### config.mk
export PLATFORM = sky130hd
export DESIGN_NAME = adm_mix
export DESIGN_NICKNAME = d
export VERILOG_FILES = /design/src/sv/adm_pkg.sv /design/src/sv/adm_mix.sv
export SDC_FILE = /design/constraint.sdc
export NUM_CORES = 1
export LEC_CHECK = 0
export BUFFER_PORTS_ARGS = -buffer_cell sky130_fd_sc_hd__clkbuf_2
export CAP_MARGIN = 20
export CORE_ASPECT_RATIO = 0.6
export CORE_MARGIN = 2
export CORE_UTILIZATION = 55
export DETAILED_ROUTE_END_ITERATION = 10
export GPL_ROUTABILITY_DRIVEN = 0
export GPL_TIMING_DRIVEN = 1
export MAX_ROUTING_LAYER = met4
export PLACE_DENSITY = 0.73
export SETUP_SLACK_MARGIN = 0.02
export SYNTH_ARGS = -nofsm -noshare
export SYNTH_HDL_FRONTEND = slang
export SYNTH_SLANG_ARGS = --single-unit
### constraint.sdc
create_clock -name clk -period 9.5 [get_ports clk]
set_clock_uncertainty 0.15 [all_clocks]
set_input_delay 0.95 -clock clk [delete_from_list [all_inputs] [get_ports clk]]
set_output_delay 0.95 -clock clk [all_outputs]
set_load 0.02 [all_outputs]
### src/sv/adm_pkg.sv
// Shared types, constants and arithmetic helpers of the arcade drive mixer.
// No dependencies; every module of the block except adm_delay imports it.
package adm_pkg;

    localparam int FRAC_BITS = 14;
    // Register stages: one front stage, the cubic blend, three mixing stages.
    localparam int CUB_LAT   = 6;
    localparam int MIX_LAT   = 3;
    localparam int NSTG      = CUB_LAT + MIX_LAT + 1;

    localparam logic [14:0] THRUST_DB_RST = 15'd1638;
    localparam logic [14:0] ROTATE_DB_RST = 15'd983;

    // Configuration register indexes.
    localparam logic REG_THRUST_DB = 1'b0;
    localparam logic REG_ROTATE_DB = 1'b1;

    localparam logic signed [15:0] ONE_16 = 16'sd1 <<< FRAC_BITS;
    localparam logic signed [16:0] ONE_17 = 17'sd1 <<< FRAC_BITS;
    localparam logic signed [23:0] ONE_24 = 24'sd1 <<< FRAC_BITS;

    // Values that ride alongside the cubic blend to the mixing stages.
    typedef struct packed {
        logic               qt;
        logic signed [15:0] ql;
        logic signed [15:0] qr;
        logic        [15:0] mthr;
    } side_t;

    localparam int SIDE_W = $bits(side_t);

    // Divide by 2^n, rounding to nearest with ties away from zero.
    // Negative values take a bias one smaller, which mirrors the positive case.
    function automatic logic signed [39:0] rnd_shr(input logic signed [39:0] x,
                                                   input int n);
        logic signed [39:0] bias;
        logic signed [39:0] s;
        bias = 40'sd1 <<< (n - 1);
        if (x[39])
        begin
            bias = bias - 40'sd1;
        end
        s = x + bias;
        return s >>> n;
    endfunction

    function automatic logic [15:0] mag17(input logic signed [16:0] x);
        logic signed [16:0] neg;
        neg = -x;
        return x[16] ? neg[15:0] : x[15:0];
    endfunction

    function automatic logic signed [15:0] sat16(input logic signed [23:0] x);
        logic signed [23:0] y;
        if (x > ONE_24)
        begin
            y = ONE_24;
        end
        else if (x < -ONE_24)
        begin
            y = -ONE_24;
        end
        else
        begin
            y = x;
        end
        return y[15:0];
    endfunction

endpackage

### src/sv/adm_mix.sv
// Three mixing stages: rotate scaled by |thrust|, rounding, saturated sum and difference or quick-turn values.
// Uses adm_pkg for side_t, the rounding helper and sat16.
module adm_mix
    import adm_pkg::*;
(
    input  logic               clk,
    input  logic [MIX_LAT-1:0] en,
    input  logic signed [19:0] thr_c,
    input  logic signed [19:0] rot_c,
    input  side_t              side,
    output logic signed [15:0] left_drive,
    output logic signed [15:0] right_drive
);

    logic signed [37:0] pr1_reg;
    logic signed [19:0] thr1_reg;
    side_t              side1_reg;

    logic signed [20:0] rot2_reg;
    logic signed [19:0] thr2_reg;
    side_t              side2_reg;

    logic signed [15:0] left_reg;
    logic signed [15:0] right_reg;

    logic signed [39:0] pr_rnd;
    logic signed [23:0] sum;
    logic signed [23:0] dif;
    logic signed [15:0] left_next;
    logic signed [15:0] right_next;

    always_comb
    begin
        pr_rnd = rnd_shr(40'(pr1_reg), FRAC_BITS);
        sum    = 24'(thr2_reg) + 24'(rot2_reg);
        dif    = 24'(thr2_reg) - 24'(rot2_reg);
        if (side2_reg.qt)
        begin
            left_next  = side2_reg.ql;
            right_next = side2_reg.qr;
        end
        else
        begin
            left_next  = sat16(sum);
            right_next = sat16(dif);
        end
    end

    always_ff @(posedge clk)
    begin
        if (en[0])
        begin
            pr1_reg   <= rot_c * $signed({1'b0, side.mthr});
            thr1_reg  <= thr_c;
            side1_reg <= side;
        end
        if (en[1])
        begin
            rot2_reg  <= pr_rnd[20:0];
            thr2_reg  <= thr1_reg;
            side2_reg <= side1_reg;
        end
        if (en[2])
        begin
            left_reg  <= left_next;
            right_reg <= right_next;
        end
    end

    assign left_drive  = left_reg;
    assign right_drive = right_reg;

endmodule

# --- After elaboration in Yosys (flattened, before gate mapping) ---
# Cells that the tools add are included.
word_totals:
  register_bits: 196
  inputBits: 93
  wordCells: 27
op_classes:
  add_sub_neg: 3
  n_mul: 1
  magnitude_cmp: 4
  muxes: 7
ops:
  columns: ["cell", "count"]
  rows:
  - ["$mux 16", 6]
  - ["$gt 22x16->1 const B", 2]
  - ["$lt 22x15->1 const B", 2]
  - ["$mul 20x17->37", 1]
  - ["$add 35x15->35", 1]
  - ["$add 20x21->22", 1]
  - ["$sub 20x21->22", 1]
  - ["$mux 14", 1]

# --- Logic depth before layout (Yosys ltp) ---
# Gate-level depths: netlist (run 1).
logic_depth:
  ltp_word: 5
  depth_mapped: 25

# --- Least setup slack after synthesis (run 1) ---
# OpenSTA, ideal clock, no wires.
synth_path:
  path_kind: "in2reg"
  from: "in rot_c[7]"
  to: "reg pr1_reg[34] (data pin)"
  setup_time_ps: 258
  arrival_ps: 6644
  t_required_ps: 9092
  setup_slack_ps: 2448
  cell_stages: 23
  n_path_buf: 1
  path_cell_list: "clkbuf_1 nand2_1 fa_1 inv_1 fa_1 inv_1 fa_1 inv_1 fa_1 fa_1 inv_1 fa_1 inv_1 ha_1 a21o_1 a221oi_1 o21a_1 nor2_1 or3_1 a211o_1 a31o_2 a21oi_1 xnor2_1"
synth_between:
  elab_chain_cells: 1
synth_rtl:
  columns: ["item", "line", "source"]
  rows:
  - ["from (decl)", "adm_mix.sv:9", "input logic signed [19:0] rot_c,"]
  - ["$mul 20x17->37", "adm_mix.sv:53", "pr1_reg <= rot_c * $signed({1'b0, side.mthr});"]
  - ["to (signal assigned)", "adm_mix.sv:53", null]
  - ["to (decl)", "adm_mix.sv:15", "logic signed [37:0] pr1_reg;"]
# Every way passes these cells.
# A chain may end at the register's enable or synchronous reset.

# --- Worst setup path in the final report (run 1) ---
layout_path:
  from: "in side[11] in the netlist's numbering"
  to: "reg, netlist name pr1_reg[36]"
layout_between:
  elab_chain_cells: 1
layout_rtl:
  columns: ["item", "line", "source"]
  rows:
  - ["from (decl)", "adm_mix.sv:10", "input side_t side,"]
  - ["$mul 20x17->37", "adm_mix.sv:53", null]
# Every way passes these cells.

==> run metrics, run 1 <==
outcome finished clean; buffer count from post-CTS setup fixing 0; Post-CTS Hold Buffers 0; TritonRoute pass-1 iters 6; crit path time final approximately 7.2 ns; RR Endpoint right_drive[5]; worst reg2reg path depth 13; setup TNS 0 ns; max reg flops 36; Synth Area per Inst between 10 and 15 um2; total track usage between 20% and 30%; Post-Route WL 43800 um; HP Start side1_reg[47]; number of library cell types mapped by synthesis 64; remaining global-route overflow 0; first-pass GRT wire length between 70000 and 80000 um; sequential-to-total area share from yosys stat 27.7%; synthesis-to-layout area growth 7.72%; # clock sinks around 200; CTS resizes 0; Post-synth ARST share 0%; die area between 40000 and 50000 um2; Rows 55; CTS buffer count 17; fin nets ~2700; fin cells about 2600; Buf/Inv on CP 5; final hold slack 0.270 ns; drt wl/cell between 15 and 20 um; Hold Crit Depth 0; Final HPWL DP between 30000 and 40000 um; synth warn 0; Critical Path AT 7.26 ns; CTS tree yes; crit-path max FO 20; syn_nets around 2600; reg2reg start thr2_reg[0]; Vias/cell approximately 5.3; clk buf depth 2; antenna viol nets, final 0; Fmax 138 MHz; Worst Setup End Kind flop; max_cap viols 0; Setup crit start kind input port; Fin. Hold Viols 0; Critical Path Most Common Cell fa_1; Root Driver clkbuf_16; ys flop type edfxtp_1; RSZ-0062 raised after global routing no; Final Cycle Share about 76%; core area roughly 38000 um2; Vias approximately 14000; DIE HEIGHT about 160 um; CP peak stage delay 0.55 ns; input/output buffers 124; num ports about 130; worst-skew pair later-pin latency ~0.44 ns; Cells after Synth 2043; CP Class input port to flop; Synth Register Bits 195; Die W ~260 um; H-tree depth 4; CP cell instances clkbuf_2 -> and2_1 -> fa_1 -> inv_1 -> fa_1 -> inv_1 -> fa_1 -> fa_1 -> fa_1 -> inv_1 -> fa_1 -> inv_1 -> ha_1 -> and3_1 -> a221oi_1 -> o21a_1 -> nor2_1 -> or3_1 -> a211o_1 -> nand2_1 -> o2111ai_1 -> a21oi_1 -> xnor2_1; Final Max Tran Viols 0; EDFF count, synth approximately 200; initial antenna violation count 2; clk slew on worst S/H paths roughly 0.07 ns; Final setup viols 0; number of global-route vias before repair roughly 15000; mapped cell area 21100 um2; Initial Util a little under three fifths; Critical Path RT between 9 and 10 ns; HP Class flop to flop; pin count of the biggest net entering global routing 75; FF-to-FF setup slack 5.02 ns; Slew Limit Headroom between 30 and 40%; layout cell share with drive strength beyond 1 8.20%; Slew @ Worst Pin approximately 1 ns; Iteration-0 DRC Markers 963; cell family with most CP delay adder cells; drc violations 0; Hold Path Sink side2_reg[47]; Placed Cells 2613; slowest CP cell fa_1
[synth_stat cells (5+ instances only)]
cell | instances | area [um2]
a21o_1 | 20 | 150
a21oi_1 | 56 | 280
a22o_1 | 14 | 123
a31oi_1 | 10 | 62.6
and2_1 | 129 | 807
and3_1 | 10 | 62.6
and4_1 | 6 | 52.6
clkbuf_1 | 67 | 251
edfxtp_1 | 195 | 5860
fa_1 | 323 | 6470
ha_1 | 148 | 1850
inv_1 | 457 | 1720
nand2_1 | 238 | 893
nand2b_1 | 8 | 50.1
nand3_1 | 23 | 115
nand4_1 | 11 | 68.8
nor2_1 | 47 | 176
nor2b_1 | 14 | 87.6
nor3_1 | 20 | 100
nor4_1 | 6 | 37.5
o21a_1 | 12 | 90.1
o21ai_0 | 41 | 205
o21bai_1 | 6 | 45.0
o31a_1 | 5 | 43.8
o31ai_1 | 9 | 67.6
or3_1 | 7 | 43.8
xnor2_1 | 71 | 622
xor2_1 | 19 | 166
[through the flow]
step	utilization (%)	instance area (um2)	setup slack, ns
finish	60.2	22700	2.28
global route	60.2	22700	1.90
CTS	60.1	22700	2.31
detailed placement	58.5	22100	1.84
global placement	58.5	22100	1.99
floorplan	-	21100	2.45
[area by class of cell]
cell class / count / area, um2
timing repair buffer: 130 / 691
clock inverter: 13 / 149
inverter: 460 / 1730
sequential: 195 / 5860
fill: 3109 / 15000
antenna: 2 / 5.00
multi-input combinational: 1316 / 13200
clock buffer: 19 / 433
tap: 513 / 642
[worst max-delay path by stage]
stage	cells past startpoint	to	slack [ns]	start
after floorplan	23	pr1_reg[34]	2.45	rot_c[7]
after global placement	24	pr1_reg[36]	1.99	side[8]
after detailed placement	23	pr1_reg[36]	1.84	side[11]
after CTS	23	pr1_reg[36]	2.31	side[11]
after global routing	23	pr1_reg[36]	1.90	side[11]
final	23	pr1_reg[36]	2.28	side[11]
[routing by layer]
metal  share of wire, %  global-route usage [%]
met2                 46                    38.0
met1                 47                    33.5
met5                  0                       -
met3                5.4                    3.83
met4                1.4                    5.37
[kinds of logic after synthesis]
| kind of cell | synth area share (%) |
|---|---|
| buffers and inverters | 9.56 |
| and+or+nand+nor | 12.2 |
| adders and majority gates | 39.4 |
| AOI/OAI and AO/OA | 7.11 |
| DFF | 27.7 |
| xor gates and xnor gates | 3.73 |
| muxes | 0.196 |
[cell usage in the layout, fill, tap and decap left out, types with 6 or more instances in the layout]
cell       count
and3_1        10
a22o_1        14
a21oi_1       56
nor2_1        47
or3_1          7
clkbuf_2     122
inv_1        457
ha_1         148
nor3_1        20
and2_1       129
fa_1         323
nor4_1         6
a21o_1        20
o21a_1        12
edfxtp_1     195
a31oi_1       10
o31ai_1        9
and4_1         6
nand4_1       11
o21ai_0       41
nand3_1       23
o21bai_1       6
xor2_1        19
buf_4          7
nand2b_1       8
clkbuf_16     17
xnor2_1       71
nor2b_1       14
nand2_1      238
Power of run 1 is left out: the tool's default activity adds up to more than one toggle a clock period on the data nets, which glitch-free logic cannot reach.
==> run 2, diff against run 1 <==
--- a/config.mk
+++ b/config.mk
@@ -14,7 +14,7 @@
 export GPL_ROUTABILITY_DRIVEN = 0
 export GPL_TIMING_DRIVEN = 1
 export MAX_ROUTING_LAYER = met4
-export PLACE_DENSITY = 0.73
+export PLACE_DENSITY = 0.76
 export SETUP_SLACK_MARGIN = 0.02
 export SYNTH_ARGS = -nofsm -noshare
 export SYNTH_HDL_FRONTEND = slang
==> constraint.sdc (replaced) <==
create_clock -name clk -period 5.9 [get_ports clk]
set_clock_uncertainty 0.15 [all_clocks]
set_input_delay 0.59 -clock clk [delete_from_list [all_inputs] [get_ports clk]]
set_output_delay 0.59 -clock clk [all_outputs]
set_load 0.02 [all_outputs]
==> run 2 against run 1 <==
  * The flow now finishes with violations (negative setup slack)
  * Sequential cell count is the same
  * Sequential share of layout area shrank 2.3 points
  * Cell count increased by 7.1%
  * Critical endpoint unchanged
==> run metrics, run 2 (synthesis results as in run 1) <==
HP Class input port to flop; H-tree depth 4; layout cell share with drive strength beyond 1 20.4%; drc violations 0; setup TNS -0.723 ns; Initial Util between 50 and 60%; Routed met3 length roughly 3100 um; die area about 40000 um2; crit-path max FO 5; Root Driver clkbuf_16; Rows 55; outcome complete, but fails checks; final hold slack 0.171 ns; drt wl/cell 16.6 um; clk slew on worst S/H paths around 0.070 ns; DR top layer met4; num ports between 100 and 150; setup ws final -0.269 ns; CP Class input port to flop; CTS tree yes; Vias approximately 15000; initial antenna violation count 2; Final HPWL DP 38600 um; Final Cycle Share 105%; met1 WL around 21000 um; Setup WS pre-CTS -0.979 ns; Critical Path AT 6.20 ns; remaining global-route overflow 0; Die W 257 um; DIE HEIGHT between 150 and 200 um; antenna viol nets, final 0; total track usage about 26%; max_cap viols 0; met2 routed WL 22300 um; # clock sinks between 150 and 200; Final Max Tran Viols 0; Critical Path RT between 5 and 6 ns; commonest cells after routing, fill and taps aside inv_1, fa_1, nand2_1, edfxtp_1, buf_4; Worst Setup End Kind flop; Iteration-0 DRC Markers 1056; RSZ-0062 raised after global routing yes; Final setup viols 4; Post-Route WL between 40000 and 50000 um; TritonRoute pass-1 iters 6; Fmax about 160 MHz; synthesis-to-layout area growth 18.4%; commonest non-fill, non-tap cell in the layout inv_1; crit path time final between 6 and 7 ns; fin cells 2837; Fin. Hold Viols 0; fin nets ~2900; Placed Cells 2781; number of global-route vias before repair between 15000 and 20000; Slew Limit Headroom a little under a third; max reg flops 36; Slew @ Worst Pin about 1.0 ns; Setup crit start kind input port; input/output buffers around 120; first-pass GRT wire length approximately 80000 um; clk buf depth 2; pin count of the biggest net entering global routing 75; failing checks negative setup slack; Post-CTS Hold Buffers 0; Vias/cell 5.31; core area 37800 um2; worst-skew pair later-pin latency between 0.4 and 0.5 ns; CTS buffer count 17
-- run 2: changes by cell type in the layout (fill, tap and decap cells not counted), sizes merged --
cell	change
buf	+200
clkbuf	-12
clkinv	+4
inv	-2
bufinv	-1
-- run 2: metal layers --
metal	global-route usage (%)	up-vias
li1	-	6956
met1	34.5	7545
met2	41.7	477
met3	4.32	88
met4	6.20	0
met5	-	-
-- run 2: cell type report --
type | count | area [um2]
multi-input combinational | 1316 | 13800
fill | 2799 | 12800
sequential | 195 | 5860
timing repair buffer | 320 | 2440
inverter | 460 | 1730
tap | 513 | 642
clock buffer | 17 | 425
clock inverter | 14 | 133
antenna | 2 | 5.00
-- run 2: final timing paths --
check             endpoint    startpoint  slack, ns  depth (start not counted)
max            pr1_reg[36]       side[6]      -0.27                         23
max reg2reg  left_drive[0]   thr2_reg[1]       1.21                         12
min          side1_reg[31]      side[31]       0.17                          1
min reg2reg   thr2_reg[11]  thr1_reg[11]       0.27                          0
-- run 2: metrics by stage --
| step | util, % | area [um2] |
|---|---|---|
| final | 66.1 | 25000 |
| after global routing | 66.1 | 25000 |
| after CTS | 65.2 | 24600 |
| after detailed placement | 62.6 | 23600 |
| after global placement | 62.6 | 23600 |
| after floorplan | - | 21500 |
-- run 2: timing repair --
item                                    CTS  global route
endpoints found under the setup margin    9            13
gates cloned                              0             1
gates resized for setup                  88            82
pin swaps                                41            48
setup buffers                            10            11
-- run 2: worst max-delay path: stages --
cell	delay, ns
clkbuf_16	0.14
and2_4	0.14
fa_1	0.52
inv_1	0.04
fa_1	0.45
fa_1	0.50
inv_2	0.04
fa_1	0.48
fa_1	0.52
inv_2	0.04
fa_1	0.51
inv_2	0.05
ha_4	0.24
a21o_1	0.18
a221oi_4	0.30
o21a_1	0.21
nor2_4	0.05
or3_4	0.36
a211o_1	0.35
nand2_2	0.10
o2111ai_2	0.13
a21oi_2	0.16
xnor2_1	0.08
Power of run 2 is left out for the same reason.
